==> config.mk <==
export PLATFORM = sky130hd
export DESIGN_NAME = scancode_to_ascii_fifo_top
export DESIGN_NICKNAME = d
export VERILOG_FILES = /design/src/scta_pkg.sv /design/src/scta_ram.sv /design/src/scta_ring.sv /design/src/scta_xlate.sv /design/src/scancode_to_ascii_fifo_top.sv
export SDC_FILE = /design/constraint.sdc
export NUM_CORES = 2
export LEC_CHECK = 0
export BUFFER_PORTS_ARGS = -buffer_cell sky130_fd_sc_hd__buf_2
export CAP_MARGIN = 20
export CELL_PAD_IN_SITES_DETAIL_PLACEMENT = 1
export CELL_PAD_IN_SITES_GLOBAL_PLACEMENT = 2
export CORE_MARGIN = 2
export CORE_UTILIZATION = 45
export CTS_CLUSTER_DIAMETER = 50
export DETAILED_ROUTE_END_ITERATION = 7
export PLACE_DENSITY = 0.68
export RECOVER_POWER = 50
export SYNTH_ARGS = -nofsm -noshare
export SYNTH_HDL_FRONTEND = slang
export SYNTH_HIERARCHICAL = 1
export SYNTH_SLANG_ARGS = --single-unit
==> constraint.sdc <==
create_clock -name clk -period 15.5 [get_ports clk]
set_input_delay 1.55 -clock clk [delete_from_list [all_inputs] [get_ports clk]]
set_output_delay 1.55 -clock clk [all_outputs]
set_load 0.01 [all_outputs]
==> src/scta_pkg.sv <==
// ----------------------------------------------------------------------------
// scta_pkg
// Shared constants, types and lookup tables for the scancode to ascii fifo.
// ----------------------------------------------------------------------------
package scta_pkg;

	// default ring depth (holds one entry fewer than this)
	localparam int DEPTH_DEF = 256;

	// operation codes carried in the input tuser
	localparam logic OP_SCAN = 1'b0;
	localparam logic OP_READ = 1'b1;

	// result status codes carried in the output tuser
	localparam logic [2:0] ST_STORED     = 3'd0;
	localparam logic [2:0] ST_IGNORED    = 3'd1;
	localparam logic [2:0] ST_FULL       = 3'd2;
	localparam logic [2:0] ST_READ_OK    = 3'd3;
	localparam logic [2:0] ST_READ_EMPTY = 3'd4;

	// set-1 scancodes with special meaning
	localparam logic [7:0] SC_LSHIFT_MAKE  = 8'h2A;
	localparam logic [7:0] SC_RSHIFT_MAKE  = 8'h36;
	localparam logic [7:0] SC_LSHIFT_BREAK = 8'hAA;
	localparam logic [7:0] SC_RSHIFT_BREAK = 8'hB6;
	localparam logic [7:0] SC_CAPS_MAKE    = 8'h3A;
	localparam logic [7:0] SC_RELEASE_BIT  = 8'h80;
	localparam logic [7:0] CASE_BIT        = 8'h20;

	// number of codes covered by the layout tables
	localparam logic [7:0] TABLE_LEN = 8'd59;

	// ring access request from the control stage
	typedef struct packed {
		logic       push;
		logic       pop;
		logic [7:0] data;
	} ring_req_t;

	// ring occupancy flags
	typedef struct packed {
		logic full;
		logic empty;
	} ring_stat_t;

	// us layout, no shift
	function automatic logic [7:0] plain_char(input logic [5:0] code);
		logic [7:0] ch;
		case (code)
			6'h01: ch = 8'h1B;
			6'h02: ch = 8'h31;
			6'h03: ch = 8'h32;
			6'h04: ch = 8'h33;
			6'h05: ch = 8'h34;
			6'h06: ch = 8'h35;
			6'h07: ch = 8'h36;
			6'h08: ch = 8'h37;
			6'h09: ch = 8'h38;
			6'h0A: ch = 8'h39;
			6'h0B: ch = 8'h30;
			6'h0C: ch = 8'h2D;
			6'h0D: ch = 8'h3D;
			6'h0E: ch = 8'h08;
			6'h0F: ch = 8'h09;
			6'h10: ch = 8'h71;
			6'h11: ch = 8'h77;
			6'h12: ch = 8'h65;
			6'h13: ch = 8'h72;
			6'h14: ch = 8'h74;
			6'h15: ch = 8'h79;
			6'h16: ch = 8'h75;
			6'h17: ch = 8'h69;
			6'h18: ch = 8'h6F;
			6'h19: ch = 8'h70;
			6'h1A: ch = 8'h5B;
			6'h1B: ch = 8'h5D;
			6'h1C: ch = 8'h0A;
			6'h1E: ch = 8'h61;
			6'h1F: ch = 8'h73;
			6'h20: ch = 8'h64;
			6'h21: ch = 8'h66;
			6'h22: ch = 8'h67;
			6'h23: ch = 8'h68;
			6'h24: ch = 8'h6A;
			6'h25: ch = 8'h6B;
			6'h26: ch = 8'h6C;
			6'h27: ch = 8'h3B;
			6'h28: ch = 8'h27;
			6'h29: ch = 8'h60;
			6'h2B: ch = 8'h5C;
			6'h2C: ch = 8'h7A;
			6'h2D: ch = 8'h78;
			6'h2E: ch = 8'h63;
			6'h2F: ch = 8'h76;
			6'h30: ch = 8'h62;
			6'h31: ch = 8'h6E;
			6'h32: ch = 8'h6D;
			6'h33: ch = 8'h2C;
			6'h34: ch = 8'h2E;
			6'h35: ch = 8'h2F;
			6'h37: ch = 8'h2A;
			6'h39: ch = 8'h20;
			default: ch = 8'h00;
		endcase
		return ch;
	endfunction

	// us layout, shift held
	function automatic logic [7:0] shift_char(input logic [5:0] code);
		logic [7:0] ch;
		case (code)
			6'h01: ch = 8'h1B;
			6'h02: ch = 8'h21;
			6'h03: ch = 8'h40;
			6'h04: ch = 8'h23;
			6'h05: ch = 8'h24;
			6'h06: ch = 8'h25;
			6'h07: ch = 8'h5E;
			6'h08: ch = 8'h26;
			6'h09: ch = 8'h2A;
			6'h0A: ch = 8'h28;
			6'h0B: ch = 8'h29;
			6'h0C: ch = 8'h5F;
			6'h0D: ch = 8'h2B;
			6'h0E: ch = 8'h08;
			6'h0F: ch = 8'h09;
			6'h10: ch = 8'h51;
			6'h11: ch = 8'h57;
			6'h12: ch = 8'h45;
			6'h13: ch = 8'h52;
			6'h14: ch = 8'h54;
			6'h15: ch = 8'h59;
			6'h16: ch = 8'h55;
			6'h17: ch = 8'h49;
			6'h18: ch = 8'h4F;
			6'h19: ch = 8'h50;
			6'h1A: ch = 8'h7B;
			6'h1B: ch = 8'h7D;
			6'h1C: ch = 8'h0A;
			6'h1E: ch = 8'h41;
			6'h1F: ch = 8'h53;
			6'h20: ch = 8'h44;
			6'h21: ch = 8'h46;
			6'h22: ch = 8'h47;
			6'h23: ch = 8'h48;
			6'h24: ch = 8'h4A;
			6'h25: ch = 8'h4B;
			6'h26: ch = 8'h4C;
			6'h27: ch = 8'h3A;
			6'h28: ch = 8'h22;
			6'h29: ch = 8'h7E;
			6'h2B: ch = 8'h7C;
			6'h2C: ch = 8'h5A;
			6'h2D: ch = 8'h58;
			6'h2E: ch = 8'h43;
			6'h2F: ch = 8'h56;
			6'h30: ch = 8'h42;
			6'h31: ch = 8'h4E;
			6'h32: ch = 8'h4D;
			6'h33: ch = 8'h3C;
			6'h34: ch = 8'h3E;
			6'h35: ch = 8'h3F;
			6'h37: ch = 8'h2A;
			6'h39: ch = 8'h20;
			default: ch = 8'h00;
		endcase
		return ch;
	endfunction

endpackage

==> src/scta_ram.sv <==
// ----------------------------------------------------------------------------
// scta_ram
// Generic simple dual-port ram, one write port, one registered read port.
// ----------------------------------------------------------------------------
module scta_ram #(
	parameter int WIDTH = 8,
	parameter int DEPTH = 256
) (
	input  logic                     clk,
	input  logic                     wr_en,
	input  logic [$clog2(DEPTH)-1:0] wr_addr,
	input  logic [WIDTH-1:0]         wr_data,
	input  logic                     rd_en,
	input  logic [$clog2(DEPTH)-1:0] rd_addr,
	output logic [WIDTH-1:0]         rd_data
);

	logic [WIDTH-1:0] mem [DEPTH];
	logic [WIDTH-1:0] rd_data_q;

	// write port
	always_ff @(posedge clk) begin
		if (wr_en) begin
			mem[wr_addr] <= wr_data;
		end
	end

	// registered read, holds its value between reads
	always_ff @(posedge clk) begin
		if (rd_en) begin
			rd_data_q <= mem[rd_addr];
		end
	end

	assign rd_data = rd_data_q;

endmodule

==> src/scta_ring.sv <==
// ----------------------------------------------------------------------------
// scta_ring
// Character ring: write and read pointers around the ring memory.
// ----------------------------------------------------------------------------
module scta_ring #(
	parameter int DEPTH = scta_pkg::DEPTH_DEF
) (
	input  logic                   clk,
	input  logic                   arst_n,
	input  scta_pkg::ring_req_t    req,
	output scta_pkg::ring_stat_t   stat,
	output logic [7:0]             rd_data
);

	localparam int AW = $clog2(DEPTH);
	localparam logic [AW-1:0] LAST = AW'(DEPTH - 1);

	logic [AW-1:0] wr_ptr_q;
	logic [AW-1:0] rd_ptr_q;
	logic [AW-1:0] wr_next;
	logic [AW-1:0] rd_next;

	// pointer wrap for any depth
	assign wr_next = (wr_ptr_q == LAST) ? '0 : wr_ptr_q + 1'b1;
	assign rd_next = (rd_ptr_q == LAST) ? '0 : rd_ptr_q + 1'b1;

	// occupancy, one slot kept free
	assign stat.empty = (wr_ptr_q == rd_ptr_q);
	assign stat.full  = (wr_next == rd_ptr_q);

	// pointer update
	always_ff @(posedge clk or negedge arst_n) begin
		if (!arst_n) begin
			wr_ptr_q <= '0;
			rd_ptr_q <= '0;
		end else begin
			if (req.push) begin
				wr_ptr_q <= wr_next;
			end
			if (req.pop) begin
				rd_ptr_q <= rd_next;
			end
		end
	end

	scta_ram #(
		.WIDTH (8),
		.DEPTH (DEPTH)
	) u_ram (
		.clk     (clk),
		.wr_en   (req.push),
		.wr_addr (wr_ptr_q),
		.wr_data (req.data),
		.rd_en   (req.pop),
		.rd_addr (rd_ptr_q),
		.rd_data (rd_data)
	);

endmodule

==> src/scta_xlate.sv <==
// ----------------------------------------------------------------------------
// scta_xlate
// Set-1 scancode translation with shift and caps lock tracking.
// ----------------------------------------------------------------------------
module scta_xlate (
	input  logic       clk,
	input  logic       arst_n,
	input  logic       en,
	input  logic [7:0] code,
	output logic [7:0] ch
);

	logic shift_q;
	logic caps_q;
	logic is_shift_make;
	logic is_shift_break;
	logic is_caps;
	logic in_table;
	logic is_letter;
	logic [7:0] raw_ch;

	// modifier decode
	assign is_shift_make  = (code == scta_pkg::SC_LSHIFT_MAKE) ||
	                        (code == scta_pkg::SC_RSHIFT_MAKE);
	assign is_shift_break = (code == scta_pkg::SC_LSHIFT_BREAK) ||
	                        (code == scta_pkg::SC_RSHIFT_BREAK);
	assign is_caps        = (code == scta_pkg::SC_CAPS_MAKE);
	assign in_table       = ((code & scta_pkg::SC_RELEASE_BIT) == 8'h00) &&
	                        (code < scta_pkg::TABLE_LEN);

	// layout lookup and caps lock case flip on letters only
	always_comb begin
		raw_ch = shift_q ? scta_pkg::shift_char(code[5:0])
		                 : scta_pkg::plain_char(code[5:0]);
		is_letter = ((raw_ch >= 8'h61) && (raw_ch <= 8'h7A)) ||
		            ((raw_ch >= 8'h41) && (raw_ch <= 8'h5A));
		if (is_shift_make || is_shift_break || is_caps || !in_table) begin
			ch = 8'h00;
		end else if (caps_q && is_letter) begin
			ch = raw_ch ^ scta_pkg::CASE_BIT;
		end else begin
			ch = raw_ch;
		end
	end

	// modifier state
	always_ff @(posedge clk or negedge arst_n) begin
		if (!arst_n) begin
			shift_q <= 1'b0;
			caps_q  <= 1'b0;
		end else if (en) begin
			if (is_shift_make) begin
				shift_q <= 1'b1;
			end else if (is_shift_break) begin
				shift_q <= 1'b0;
			end
			if (is_caps) begin
				caps_q <= !caps_q;
			end
		end
	end

endmodule

==> src/scancode_to_ascii_fifo_top.sv <==
// ----------------------------------------------------------------------------
// scancode_to_ascii_fifo_top
// Set-1 keyboard scancode to ascii translator feeding a character ring.
//
// Input stream: tuser is the operation (0 scancode word, 1 read request),
// tdata is the raw scancode byte. Output stream: one word per input word,
// tuser is the status, tdata the character popped on a good read, else 0.
// From input accept to output valid a word passes through an input
// register, then the translation, ring decision and ring memory access,
// then the result register together with the memory's registered read.
// Throughput is one word per cycle unless the receiver stalls; the ring
// memory's single read and write ports are each used at most once per word.
// The ring holds DEPTH-1 characters; a character arriving on a full ring is
// dropped and reported, a read on an empty ring reports empty.
// Reset clears the pipeline, the shift and caps lock flags and the ring
// pointers; the ring memory itself is not cleared.
// When the receiver stalls, the result word holds and one more word waits
// in the input register; s_axis_tready then drops until the output moves.
// ----------------------------------------------------------------------------
module scancode_to_ascii_fifo_top #(
	parameter int DEPTH = scta_pkg::DEPTH_DEF
) (
	input  logic       clk,
	input  logic       arst_n,
	input  logic       s_axis_tvalid,
	output logic       s_axis_tready,
	input  logic [7:0] s_axis_tdata,  // [7:0] scancode
	input  logic       s_axis_tuser,  // [0] operation
	output logic       m_axis_tvalid,
	input  logic       m_axis_tready,
	output logic [7:0] m_axis_tdata,  // [7:0] character
	output logic [2:0] m_axis_tuser   // [2:0] status
);

	logic       valid_s1;
	logic       op_s1;
	logic [7:0] code_s1;
	logic       valid_s2;
	logic [2:0] status_s2;

	logic                 advance;
	logic [7:0]           ch;
	logic [2:0]           status;
	logic [7:0]           rd_data;
	scta_pkg::ring_req_t  ring_req;
	scta_pkg::ring_stat_t ring_stat;

	// stage handshake
	assign advance       = valid_s1 && (!valid_s2 || m_axis_tready);
	assign s_axis_tready = !valid_s1 || advance;

	scta_xlate u_xlate (
		.clk    (clk),
		.arst_n (arst_n),
		.en     (advance && (op_s1 == scta_pkg::OP_SCAN)),
		.code   (code_s1),
		.ch     (ch)
	);

	// status decision and ring request
	always_comb begin
		if (op_s1 == scta_pkg::OP_READ) begin
			status = ring_stat.empty ? scta_pkg::ST_READ_EMPTY : scta_pkg::ST_READ_OK;
		end else if (ch == 8'h00) begin
			status = scta_pkg::ST_IGNORED;
		end else if (ring_stat.full) begin
			status = scta_pkg::ST_FULL;
		end else begin
			status = scta_pkg::ST_STORED;
		end
		ring_req.push = advance && (status == scta_pkg::ST_STORED);
		ring_req.pop  = advance && (status == scta_pkg::ST_READ_OK);
		ring_req.data = ch;
	end

	scta_ring #(
		.DEPTH (DEPTH)
	) u_ring (
		.clk     (clk),
		.arst_n  (arst_n),
		.req     (ring_req),
		.stat    (ring_stat),
		.rd_data (rd_data)
	);

	// valid bits
	always_ff @(posedge clk or negedge arst_n) begin
		if (!arst_n) begin
			valid_s1 <= 1'b0;
			valid_s2 <= 1'b0;
		end else begin
			if (s_axis_tready) begin
				valid_s1 <= s_axis_tvalid;
			end
			if (!valid_s2 || m_axis_tready) begin
				valid_s2 <= valid_s1;
			end
		end
	end

	// payload registers
	always_ff @(posedge clk) begin
		if (s_axis_tready && s_axis_tvalid) begin
			op_s1   <= s_axis_tuser;
			code_s1 <= s_axis_tdata;
		end
		if (advance) begin
			status_s2 <= status;
		end
	end

	// result word
	assign m_axis_tvalid = valid_s2;
	assign m_axis_tuser  = status_s2;
	assign m_axis_tdata  = (status_s2 == scta_pkg::ST_READ_OK) ? rd_data : 8'h00;

endmodule

==> results.sh <==
export IMPL_outcome="finished, violations left"
export IMPL_violations="capacitance limit, slew limit"
export IMPL_finalWirelength_mm=224.3
export IMPL_setup_viol=0
export IMPL_worstPathArrival_ns=10.59
export IMPL_fin_crit_sh_pct=67.28
export IMPL_die_h_um=432.6
export IMPL_synth_seq_area_share_pct=75.72
export IMPL_avgSynthCellArea_um2=20.19
export IMPL_htree_levels=4
export IMPL_rsz0062_at_grt="no"
export IMPL_grt_ovfl_total=0
export IMPL_io_buffers=25
export IMPL_grtUsageMet2_pct=38.63
export IMPL_ctsLongestPathBuffers=3
export IMPL_synth_top_cells_by_area="edfxtp_1 (75%), mux4_2 (12%), mux2i_1 (1.7%)"
export IMPL_fin_nets=4202
export IMPL_netSwitchingPower_mw=4.621
export IMPL_post_dp_hpwl_mm=134.7
export IMPL_clockRootBuffer="clkbuf_16"
export IMPL_period_needed_ns=10.43
export IMPL_area_growth_pct=11.80
export IMPL_yosys_warnings=6
export IMPL_num_vias=41430
export IMPL_seq_power_share_pct=41.4
export IMPL_leakagePower_nw=29.17
export IMPL_clockPowerShare_pct=34.0
export IMPL_intPower_mw=10.88
export IMPL_multi_input_area_um2=18510
export IMPL_postCtsHoldBufs=0
export IMPL_syn_area_um2=82670
export IMPL_grt_pass1_vias=42850
export IMPL_regArea_um2=62610
export IMPL_dr_pass1_iters=5
export IMPL_wire_per_inst_um=32.85
export IMPL_combPwrFrac_pct=24.6
export IMPL_finalSetupTns_ns=0
export IMPL_tritoncts_num_sinks=2088
export IMPL_worst_setup_path_start_kind="flop"
export IMPL_initial_core_util_pct=45.21
export IMPL_worst_pin_slew_ns=4.389
export IMPL_die_x_um=432.6
export IMPL_dieArea_um2=187200
export IMPL_synthDistinctLibCells=86
export IMPL_cts_tree="done"
export IMPL_core_um2=182900
export IMPL_async_reset_ff_share_pct=0.9579
export IMPL_synth_edf_count=2068
export IMPL_globalRouteMet1Util_pct=34.64
export IMPL_required_ns=15.66
export IMPL_yosys_area_top_type="edfxtp_1"
export IMPL_design_portCount=26
export IMPL_track_usage_pct=24.17
export IMPL_yosys_most_used_dff="edfxtp_1"
export IMPL_synth_top_area_share_pct=75.11
export IMPL_switching_share_pct=29.80
export IMPL_drc_errors=0
export IMPL_syn_nets=4121
export IMPL_maxCapViolCount=20
export IMPL_timing_final_hold_violations=0
export IMPL_synth_seq_cells=2088
export IMPL_cts_resized=0
export IMPL_fin_util_pct=50.54
export IMPL_fmaxAchievable_ghz=0.09589
export IMPL_grt_pass1_wl_mm=322.6
export IMPL_layout_common_cells="edfxtp_1 (2,068), mux4_2 (455), nor2_1 (305)"
export IMPL_grt_max_degree=258
export IMPL_critPathKind="reg -> reg"
export IMPL_skew_ns=0.04020
export IMPL_post_cts_buffers=0
export IMPL_clkTransAtPathRegs_ns=0.06
export IMPL_relSlewSlack_pct=-192.6
export IMPL_grt_antenna_before_repair=4
export IMPL_slew_viol_final=1151
export IMPL_drtAntennaViolNets=0
export IMPL_cts_buffers=223
export IMPL_layout_drive_gt1_share_pct=20.96
export IMPL_rows=157
export IMPL_grt_busiest_layer="met2"
export IMPL_met3_usage_pct=3.904
export IMPL_viasPerCell=6.068
export IMPL_n_fill_cell=16220
export IMPL_p_per_area_nw_per_um2=167.7
export IMPL_crit_path_max_fanout=68
export IMPL_insertion_delay_ns=0.86
export IMPL_gp_congestion=0.8006
export IMPL_min_path_type="reg -> reg"
export IMPL_endpoint_kind="flop"
export IMPL_max_vdd_ir_drop_mv=0.1357
export IMPL_detail_route_iter0_violations=3960
export IMPL_synthCells=4094
export IMPL_layout_commonest_cell="edfxtp_1"
power by group through the flow:
stage / Sequential (mW) / Combinational, mW / Clock (mW)
global placement: 6.53 / 3.80 / 0
detailed placement: 6.53 / 3.82 / 0
global route: 6.42 / 4.00 / 5.58
floorplan: 6.44 / 2.75 / 0
CTS: 6.41 / 3.83 / 5.38
finish: 6.42 / 3.81 / 5.28
sequential cells by signal, summed over array words and instances (netlist names):
signal                count
u_xlate/shift_q           1
op_s1                     1
u_ring/rd_ptr_q           8
valid_s1                  1
u_ring/wr_ptr_q           8
u_xlate/caps_q            1
u_ring/u_ram/mem       2048
u_ring/u_ram/rd_data      8
m_axis_tuser              3
m_axis_tvalid             1
code_s1                   8
cells in the mapped netlist, types with 14 or more instances:
cell type / n
buf_1: 22
a21oi_1: 112
mux4_2: 455
clkbuf_1: 114
and2_1: 18
nor2b_1: 37
nand4_1: 19
xnor2_1: 16
o21ai_0: 32
nor4_1: 26
o221ai_1: 47
o22ai_1: 32
nand2b_1: 23
nor2_1: 310
dfrtp_1: 20
ha_1: 14
edfxtp_1: 2068
nand3_1: 47
a22oi_1: 133
nand2_1: 69
mux2i_1: 138
buf_4: 36
buf_6: 24
a221oi_1: 15
nor3_1: 31
buf_2: 40
a211oi_1: 21
cell families after synthesis:
logic type               share of synthesized area (%)
XOR/XNOR                                        0.2543
buffers and inverters                            2.013
AND/OR/NAND/NOR                                  3.537
flip-flops                                       75.72
other                                         0.004536
multiplexers                                     14.22
AO/OA/AOI/OAI                                    4.044
adder cells (fa/ha/maj)                         0.2119
worst paths after layout:
path,startpoint,endpoint,slack (ns),cells after the start
max in group asynchronous,arst_n,u_ring/rd_ptr_q[0],13.30,1
max reg2reg,code_s1[1],u_ring/u_ram/mem[68][0],5.07,10
max,code_s1[1],u_ring/u_ram/mem[68][0],5.07,10
min,valid_s1,m_axis_tvalid,0.49,1
min reg2reg,valid_s1,m_axis_tvalid,0.49,1
min in group asynchronous,arst_n,valid_s1,1.08,1
layer usage:
metal | wire [µm] | vias up
li1 | - | 17230
met5 | 26 | -
met4 | 5776 | 4
met1 | 97480 | 22530
met2 | 108100 | 1385
met3 | 12930 | 281
worst max-delay path, stage by stage (launching register included):
cell      delay, ns
edfxtp_1       0.73
inv_1          0.36
ha_1           0.40
mux4_2         0.48
o32ai_1        0.14
a41o_1         0.22
nor2_1         0.11
nor2_4         0.09
clkbuf_1       2.00
clkbuf_1       2.54
clkbuf_1       2.51
metrics by stage:
stage / cell area (µm²) / hold slack [ns] / setup slack [ns] / std cells / power [mW]
finish: 92430 / 0.4915 / 5.072 / 6827 / 15.50
global route: 92430 / 0.5389 / 4.150 / 6825 / 16.00
CTS: 92520 / 0.4997 / 7.902 / 6822 / 15.62
detailed placement: 85240 / 0.5006 / 7.944 / 6412 / 10.35
global placement: 85170 / 0.4712 / 7.906 / 6409 / 10.33
floorplan: 82670 / 0.4447 / 4.485 / 4094 / 9.193
cell type report:
type | instances | share of cell area [%]
Clock inverter | 122 | 1.461
Inverter | 14 | 0.05685
Sequential cell | 2088 | 67.74
Antenna cell | 3 | 0.008122
Clock buffer | 288 | 6.412
Tap cell | 2464 | 3.335
Timing Repair Buffer | 114 | 0.9570
Multi-Input combinational cell | 1734 | 20.03
Note: power is estimated with default switching activity, not from simulation.
